`src/rtl/tsl_pkg.sv`:
```
`default_nettype none

package tsl_pkg;

  // Batch accumulator sizing
  localparam int unsigned MAX_TRACKS = 1024;
  localparam int unsigned CNT_W      = $clog2(MAX_TRACKS + 1);
  localparam int unsigned SPD_W      = 31;
  localparam int unsigned SUM_W      = SPD_W + CNT_W;

  // Shared divide / square root unit
  localparam int unsigned NUM_W  = 64;
  localparam int unsigned DEN_W  = 32;
  localparam int unsigned REM_W  = 36;
  localparam int unsigned ITER_W = 7;

  // Operand widths of the individual divisions
  localparam int unsigned VEL_NUM_W   = 41;
  localparam int unsigned CLAMP_NUM_W = 63;
  localparam int unsigned ROOT_ITERS  = 32;

  // 1/16 px per us to 1/256 px per s
  localparam logic [23:0] VEL_SCALE = 24'd16000000;

  // Configuration register indexes
  localparam logic [2:0] REG_FRAME_PREV  = 3'd0;
  localparam logic [2:0] REG_FRAME_LAST  = 3'd1;
  localparam logic [2:0] REG_TIME_FIRST  = 3'd2;
  localparam logic [2:0] REG_TIME_SECOND = 3'd3;
  localparam logic [2:0] REG_MAX_SPEED   = 3'd4;
  localparam logic [2:0] REG_LIMIT_MODE  = 3'd5;
  localparam logic [2:0] REG_MAX_GAP     = 3'd6;

  typedef enum logic {
    OP_DIV,
    OP_SQRT
  } tsl_op_e;

  typedef struct packed {
    logic              start;
    tsl_op_e           op;
    logic [ITER_W-1:0] iters;
  } tsl_iter_req_t;

  typedef struct packed {
    logic busy;
    logic done;
  } tsl_iter_rsp_t;

  typedef enum logic [3:0] {
    ST_IDLE,
    ST_MUL,
    ST_DIV,
    ST_DIVW,
    ST_SQX,
    ST_SQY,
    ST_ROOT,
    ST_ROOTW,
    ST_CMUL,
    ST_CDIV,
    ST_CDIVW,
    ST_FIN,
    ST_MEANW,
    ST_DONE
  } tsl_state_e;

endpackage

`default_nettype wire

```
`src/rtl/tsl_iter_unit.sv`:
```
`default_nettype none

// Restoring divider and digit-by-digit square root on one subtractor.
module tsl_iter_unit (
  input  wire                          clk_i,
  input  wire                          rst_ni,
  input  wire tsl_pkg::tsl_iter_req_t  req_i,
  input  wire  [tsl_pkg::NUM_W-1:0]    num_i,
  input  wire  [tsl_pkg::DEN_W-1:0]    den_i,
  output tsl_pkg::tsl_iter_rsp_t       rsp_o,
  output logic [tsl_pkg::NUM_W-1:0]    quo_o,
  output logic [tsl_pkg::REM_W-1:0]    rem_o
);

  logic [tsl_pkg::NUM_W-1:0]  num_q;
  logic [tsl_pkg::DEN_W-1:0]  den_q;
  logic [tsl_pkg::NUM_W-1:0]  quo_q;
  logic [tsl_pkg::REM_W-1:0]  rem_q;
  logic [tsl_pkg::ITER_W-1:0] cnt_q;
  tsl_pkg::tsl_op_e           op_q;
  logic                       busy_q;
  logic                       done_q;

  logic [tsl_pkg::REM_W-1:0]  opa;
  logic [tsl_pkg::REM_W-1:0]  opb;
  logic [tsl_pkg::REM_W:0]    diff;
  logic                       ge;

  // Form the trial subtraction for one step
  always_comb begin
    if (op_q == tsl_pkg::OP_SQRT) begin
      opa = {rem_q[tsl_pkg::REM_W-3:0], num_q[tsl_pkg::NUM_W-1 -: 2]};
      opb = {quo_q[tsl_pkg::REM_W-3:0], 2'b01};
    end else begin
      opa = {rem_q[tsl_pkg::REM_W-2:0], num_q[tsl_pkg::NUM_W-1]};
      opb = tsl_pkg::REM_W'(den_q);
    end
    diff = {1'b0, opa} - {1'b0, opb};
    ge   = ~diff[tsl_pkg::REM_W];
  end

  // Control: busy and done
  always_ff @(posedge clk_i or negedge rst_ni) begin
    if (!rst_ni) begin
      busy_q <= 1'b0;
      done_q <= 1'b0;
      cnt_q  <= '0;
    end else begin
      done_q <= 1'b0;
      if (req_i.start) begin
        busy_q <= 1'b1;
        cnt_q  <= req_i.iters;
      end else if (busy_q) begin
        cnt_q <= cnt_q - 1'b1;
        if (cnt_q == tsl_pkg::ITER_W'(1)) begin
          busy_q <= 1'b0;
          done_q <= 1'b1;
        end
      end
    end
  end

  // Datapath: shift in one quotient bit or one root bit per cycle
  always_ff @(posedge clk_i) begin
    if (req_i.start) begin
      num_q <= num_i;
      den_q <= den_i;
      op_q  <= req_i.op;
      rem_q <= '0;
      quo_q <= '0;
    end else if (busy_q) begin
      rem_q <= ge ? diff[tsl_pkg::REM_W-1:0] : opa;
      quo_q <= {quo_q[tsl_pkg::NUM_W-2:0], ge};
      if (op_q == tsl_pkg::OP_SQRT) begin
        num_q <= {num_q[tsl_pkg::NUM_W-3:0], 2'b00};
      end else begin
        num_q <= {num_q[tsl_pkg::NUM_W-2:0], 1'b0};
      end
    end
  end

  assign rsp_o.busy = busy_q;
  assign rsp_o.done = done_q;
  assign quo_o      = quo_q;
  assign rem_o      = rem_q;

endmodule

`default_nettype wire

```
`config.mk`:
```
export PLATFORM = sky130hd
export DESIGN_NAME = tsl_iter_unit
export DESIGN_NICKNAME = d
export VERILOG_FILES = /design/src/rtl/tsl_pkg.sv /design/src/rtl/tsl_iter_unit.sv
export SDC_FILE = /design/constraint.sdc
export NUM_CORES = 1
export LEC_CHECK = 0
export BUFFER_PORTS_ARGS = -buffer_cell sky130_fd_sc_hd__buf_4
export CORE_AREA = 3 3 155 157
export CTS_CLUSTER_SIZE = 12
export DETAILED_ROUTE_END_ITERATION = 16
export DIE_AREA = 0 0 158 160
export GPL_ROUTABILITY_DRIVEN = 0
export PLACE_DENSITY_LB_ADDON = 0.15
export SETUP_SLACK_MARGIN = 0.15
export SLEW_MARGIN = 20
export SYNTH_ARGS = -nofsm -noshare
export SYNTH_HDL_FRONTEND = slang
export SYNTH_SLANG_ARGS = --single-unit
```
`constraint.sdc`:
```
create_clock -name clk_i -period 4.4 [get_ports clk_i]
set_clock_uncertainty 0.1 [all_clocks]
set_input_delay 0.22 -clock clk_i [delete_from_list [all_inputs] [get_ports clk_i]]
set_output_delay 0.22 -clock clk_i [all_outputs]
set_load 0.05 [all_outputs]
```
==> results of run 1 <==
## worst max-delay path, stage by stage (launching register included)
cell and delay (ps):
edfxtp_1 390, buf_12 200, mux2i_1 250, ha_1 190, inv_1 50, fa_1 420, a211o_1 350, a21oi_2 170
o31ai_2 110, nand2_1 110, o21bai_2 100, a21o_4 240, a311o_2 570, and3_2 300, o22ai_1 120, o211a_1 160
## flip-flops by register name, indices dropped and copies added (netlist names)
signal and count:
cnt_q 7, op_q 1, den_q 32, rem_o 36, num_q 64, busy_q 1
done_q 1, quo_o 64
## stage by stage
step	total power, mW	hold WS [ps]	std cells	utilization, %
6_report	8.26	234	1691	65.3
2_1_floorplan	5.43	-176	1111	-
3_5_place_dp	6.26	-51.6	1542	57.1
5_1_grt	8.82	278	1691	65.3
4_1_cts	8.29	242	1689	65.2
3_3_place_gp	6.23	-48.0	1542	57.1
## cells by family (layout without fill, tap and decap cells)
family | after synthesis | after routing | synth area share, %
flip-flops | 206 | 206 | 45.7
XOR/XNOR | 35 | 35 | 2.72
buffers and inverters | 87 | 382 | 3.77
multiplexers | 197 | 197 | 17.9
AO/OA/AOI/OAI | 256 | 256 | 14.6
adder cells (fa/ha/maj) | 39 | 39 | 4.40
AND/OR/NAND/NOR | 291 | 291 | 10.9
## metal layers
layer  vias up  global-route usage [%]  routed length, um
met5         -                       0                  0
li1       4576                       -                  -
met3        36                    2.95               1300
met4         0                    4.15                430
met2       207                    35.3              13200
met1      4238                    28.8              12900
## placed cells by master, fill, tap and decap left out, types with 4 or more instances in the layout
cell	netlist	layout
mux2i_1	162	162
clkbuf_1	42	7
inv_1	12	11
clkbuf_8	3	5
buf_4	4	218
xnor2_1	20	20
o211ai_1	7	7
xor2_1	15	15
a21oi_1	55	55
a31oi_1	7	7
a211oi_1	27	27
nand2b_1	8	8
nor3_1	5	5
a21o_1	12	12
ha_1	38	38
nand3_1	9	9
dlygate4sd3_1	0	106
dfrtp_1	9	8
nor2_1	137	137
clkbuf_16	0	25
o21ai_0	94	94
dfxtp_1	100	100
nand2_1	105	105
a21oi_2	5	5
o21bai_1	4	4
nand4_1	4	4
o21a_1	6	6
mux2_2	35	35
edfxtp_1	97	97
## report_power, final
| part | internal [mW] | leakage [nW] | switching, mW |
|---|---|---|---|
| logic | 1.63 | 4.53 | 2.23 |
| registers | 2.28 | 1.95 | 0.211 |
| clock network | 1.18 | 0.375 | 0.732 |
| total | 5.09 | 6.85 | 3.17 |
## layout make-up
type / count / area [sq um]
Clock inverter: 5 / 73.8
Inverter: 12 / 45.0
Tap cell: 285 / 357
Timing Repair Buffer: 329 / 2800
Clock buffer: 36 / 687
Fill cell: 1759 / 7850
Multi-Input combinational cell: 818 / 5690
Sequential cell: 206 / 5140
## worst max path at each step
stage,startpoint,to,slack [ps],cells past startpoint
final,op_q,rem_o[33],490,15
after global placement,op_q,rem_o[33],460,13
after floorplan,op_q,rem_o[1],250,18
after detailed placement,op_q,rem_o[33],360,15
after global routing,op_q,rem_o[17],250,16
after CTS,op_q,rem_o[33],350,15
## repair_timing
item                       CTS  global route
resized for setup            0             0
setup buffers                0             1
hold buffers               106             0
hold endpoints to repair   113             0
setup endpoints to repair    0             3
==> flow_metrics.tcl, run 1 <==
set metrics [dict create \
    p_leak_nw 6.85 \
    die_y_um 160 \
    synthTopCellsByCount "162 x mux2i_1, 137 x nor2_1, 105 x nand2_1, 100 x dfxtp_1, 97 x edfxtp_1" \
    antenna_found_initial 0 \
    holdPathEnd "quo_o[30]" \
    setup_viol 0 \
    syn_nets 1257 \
    yosysTopAreaCellShare_pct 25.9 \
    cts_buffers 23 \
    cts_sinks 206 \
    htreeDepth 1 \
    port_buffers 208 \
    synth_seq_area_share_pct 45.7 \
    period_share_pct 88.9 \
    reg2reg_from "op_q" \
    worstPathArrival_ps 4240 \
    postPlaceCellArea_sq_um 12900 \
    tightestPinTransition_ps 994 \
    yosysWarningCount 0 \
    min_period_ps 3910 \
    required_ps 4730 \
    setup_ws_ps 488 \
    io_pins 209 \
    grt_first_pass_wirelength_um 44500 \
    r2r_slack_ps 490 \
    postSynthAreaPerCell_sq_um 10.1 \
    path_max_fanout 24 \
    drive_gt1_share_pct 22.6 \
    ant_nets 0 \
    synth-edff-count 97 \
    clkSlewWorstSetupHoldPaths_ps 60 \
    finalHoldViolations 0 \
    yosysMostFrequentCell "mux2i_1" \
    grt_start_max_net_pins 154 \
    cts_tree "built" \
    worstSetupPathType "flop to flop" \
    grtUsageTotal_pct 20.9 \
    powerDensity_nw_per_um2 559 \
    diodes 0 \
    wirelength_um 27800 \
    drt-initial-drc-count 648 \
    grt-ovfl-total 0 \
    r2r_end "rem_o[33]" \
    cp-end-kind "flop" \
    drt-wirelength-per-cell_um 16.4 \
    synth-main-ff-cell "dfxtp_1" \
    nNetsFinal 1536 \
    synth_top_area_cell "edfxtp_1" \
    drcViolationCount 0 \
    clk_latency_ps 510 \
    async_reset_ff_share_pct 4.37 \
    pre_cts_ws_ps 362 \
    yosysUniqueCellTypes 70 \
    hold_start "req_i[8]" \
    slew_headroom_pct 33.7 \
    die_w_um 158 \
    rr_worst_depth 15 \
    ys_ff_latch 206 \
    max_freq_ghz 0.256 \
    setup_tns_ps 0 \
    slew_viol_final 0 \
    vias 9057 \
    syn_inst 1111 \
    vias_per_cell 5.36 \
    syn_area_sq_um 11300 \
    cp-start-kind "flop" \
    fp-row-count 55 \
    dr.pass1.iters 5 \
    clk_path_buf_depth 3 \
    hold_path_class "input port to flop" \
    status "finished, final reports clean" \
    synthTopCellsByArea "edfxtp_1 26%, dfxtp_1 18%, mux2i_1 14%" \
    hold_depth 2 \
    grt_pass1_vias 8928 \
    initial_core_util_pct 49.7 \
    irDropWorstVdd_v 0.000376 \
    core_area_sq_um 22600 \
    rsz0062_at_grt "false" \
    synthToLayoutAreaGrowth_pct 31.5 \
    maxCapViolCount 0 \
    hpwlAfterDp_um 18000 \
    dieArea_sq_um 25300 \
    fin_area_sq_um 14800 \
    clockRootBuffer "clkbuf_16" \
]
Note: power is estimated with default switching activity, not from simulation.
==> run 2, diff against run 1 <==
--- a/config.mk
+++ b/config.mk
@@ -7,10 +7,12 @@
 export LEC_CHECK = 0
 export BUFFER_PORTS_ARGS = -buffer_cell sky130_fd_sc_hd__buf_4
 export CORE_AREA = 3 3 155 157
+export CTS_CLUSTER_DIAMETER = 60
 export CTS_CLUSTER_SIZE = 12
 export DETAILED_ROUTE_END_ITERATION = 16
 export DIE_AREA = 0 0 158 160
 export GPL_ROUTABILITY_DRIVEN = 0
+export MAX_ROUTING_LAYER = met4
 export PLACE_DENSITY_LB_ADDON = 0.15
 export SETUP_SLACK_MARGIN = 0.15
 export SLEW_MARGIN = 20
==> run 2 against run 1 <==
Clock-buffer cell count is the same. Critical path depth is the same. Final area shrank 0.68%. First-iteration DRC count grew 7.4%. Worst hold slack lost 7.8 ps. Highest routed layer unchanged. Total power shrank 2.4%. Critical endpoint unchanged. Sequential power is essentially flat. Wire length grew 0.23%.
==> flow_metrics.tcl, run 2 (same netlist as run 1, synthesis figures left out) <==
set metrics [dict create \
    slowest_delay_ps 580 \
    min_period_ps 3940 \
    critPathBufInv 2 \
    irDropWorstVdd_v 0.000366 \
    slew_headroom_pct 34.2 \
    antenna_found_initial 0 \
    drive_gt1_share_pct 22.3 \
    required_ps 4740 \
    drt-wirelength-per-cell_um 16.5 \
    htreeDepth 1 \
    status "finished, final reports clean" \
    final_cell_mix "218 x buf_4, 162 x mux2i_1, 137 x nor2_1" \
    initial_core_util_pct 49.7 \
    total_power_mw 8.06 \
    hpwlAfterDp_um 18000 \
    drt-initial-drc-count 696 \
    grt_pass1_vias 8836 \
    ant_nets 0 \
    synthToLayoutAreaGrowth_pct 30.6 \
    final_common_cell "buf_4" \
    dieArea_sq_um 25300 \
    clkSlewWorstSetupHoldPaths_ps 60 \
    worstSetupPathType "flop to flop" \
    cts_tree "built" \
    port_buffers 208 \
    grt_start_max_net_pins 154 \
    area.sequential_sq_um 5140 \
    finalHoldViolations 0 \
    grt-ovfl-total 0 \
    diodes 0 \
    slew_viol_final 0 \
    powerDensity_nw_per_um2 549 \
    crit_end "rem_o[33]" \
    worstPathArrival_ps 4280 \
    cp-end-kind "flop" \
    route.layer.met1.wl_um 13100 \
    grt_first_pass_wirelength_um 44100 \
    max_freq_ghz 0.254 \
    crit_cells 15 \
    tightestPinTransition_ps 987 \
    reg2reg_from "op_q" \
    dr.pass1.iters 5 \
    period_share_pct 89.5 \
    clk_latency_ps 500 \
    maxCapViolCount 0 \
    r2r_end "rem_o[33]" \
    vias 9075 \
    nNetsFinal 1535 \
    vias_per_cell 5.37 \
    fp-row-count 55 \
    routed.top_layer "met4" \
    clk_path_buf_depth 3 \
    cts_buffers 22 \
    core_area_sq_um 22600 \
    setup_tns_ps 0 \
    cts_resized 0 \
    setup_ws_ps 463 \
    hold_path_class "input port to flop" \
    path_max_fanout 24 \
    grtUsageTotal_pct 21.4 \
    drcViolationCount 0 \
    multi_input_area_sq_um 5690 \
    die_y_um 160 \
    critical_path.startpoint "op_q" \
    io_pins 209 \
    crit_family "compound AO/OA/AOI/OAI gates" \
    cts_sinks 206 \
    route.met2.wl_um 13100 \
    pre_cts_ws_ps 362 \
    crit_chain "buf_12, mux2i_1, ha_1, inv_1, fa_1, a211o_1, a21oi_2, o31ai_2, nand2_1, o21bai_2, a21o_4, a311o_2, and3_2, o22ai_1, o211a_1" \
    fillers 1773 \
    setup_viol 0 \
    r2r_slack_ps 460 \
    wirelength_um 27800 \
    hold_start "req_i[8]" \
    cp-start-kind "flop" \
    rsz0062_at_grt "false" \
    die_w_um 158 \
    clockRootBuffer "clkbuf_16" \
    wl_met3_um 1180 \
    p_leak_nw 6.79 \
    slowest_stage "a311o_2" \
    rr_worst_depth 15 \
]
[run 2: worst min path at each step]
stage | endpoint | cells after the start | slack [ps]
2_1_floorplan | busy_q | 0 | -180
3_3_place_gp | cnt_q[4] | 1 | -50
3_5_place_dp | cnt_q[3] | 1 | -50
4_1_cts | quo_o[30] | 2 | 230
5_1_grt | quo_o[41] | 2 | 280
6_report | quo_o[30] | 2 | 230
[run 2: power breakdown]
part           total (mW)  switching (mW)  leakage (nW)  internal, mW
clock network        1.71           0.727         0.313         0.986
logic                3.87            2.23          4.53          1.63
registers            2.49           0.211          1.95          2.27
[run 2: worst reg2reg max path, cell delays in order (launching register included)]
cell and delay, ps:
edfxtp_1 390, buf_12 210, mux2i_1 270, ha_1 190, inv_1 50, fa_1 420, a211o_1 350, a21oi_2 170
o31ai_2 110, nand2_1 120, o21bai_2 100, a21o_4 240, a311o_2 580, and3_2 300, o22ai_1 120, o211a_1 160
[run 2: final cells by class]
type	instances	area share [%]
sequential	206	35.0
multi-input combinational	818	38.7
clock inverter	4	0.179
tap	285	2.43
inverter	12	0.307
clock buffer	36	4.32
timing repair buffer	329	19.0
[run 2: layer usage]
layer | vias up | GRT usage [%]
met5 | - | -
met4 | 0 | 4.22
met3 | 32 | 2.82
met2 | 223 | 34.9
met1 | 4254 | 29.0
li1 | 4566 | -
[run 2: per-stage QoR]
| step | cells | cell area, sq um | hold WS (ps) | util, % |
|---|---|---|---|---|
| after floorplan | 1111 | 11300 | -176 | - |
| after global placement | 1542 | 12900 | -48.0 | 57.1 |
| after detailed placement | 1542 | 12900 | -51.6 | 57.1 |
| after CTS | 1688 | 14700 | 231 | 64.7 |
| after global routing | 1690 | 14700 | 283 | 64.9 |
| final | 1690 | 14700 | 226 | 64.9 |
[run 2: timing repair]
action / 4_1_cts / 5_1_grt
hold buffers: 106 / 0
endpoints found under the setup margin: 0 / 5
buffers inserted: 0 / 1
endpoints found under the hold margin: 113 / 0
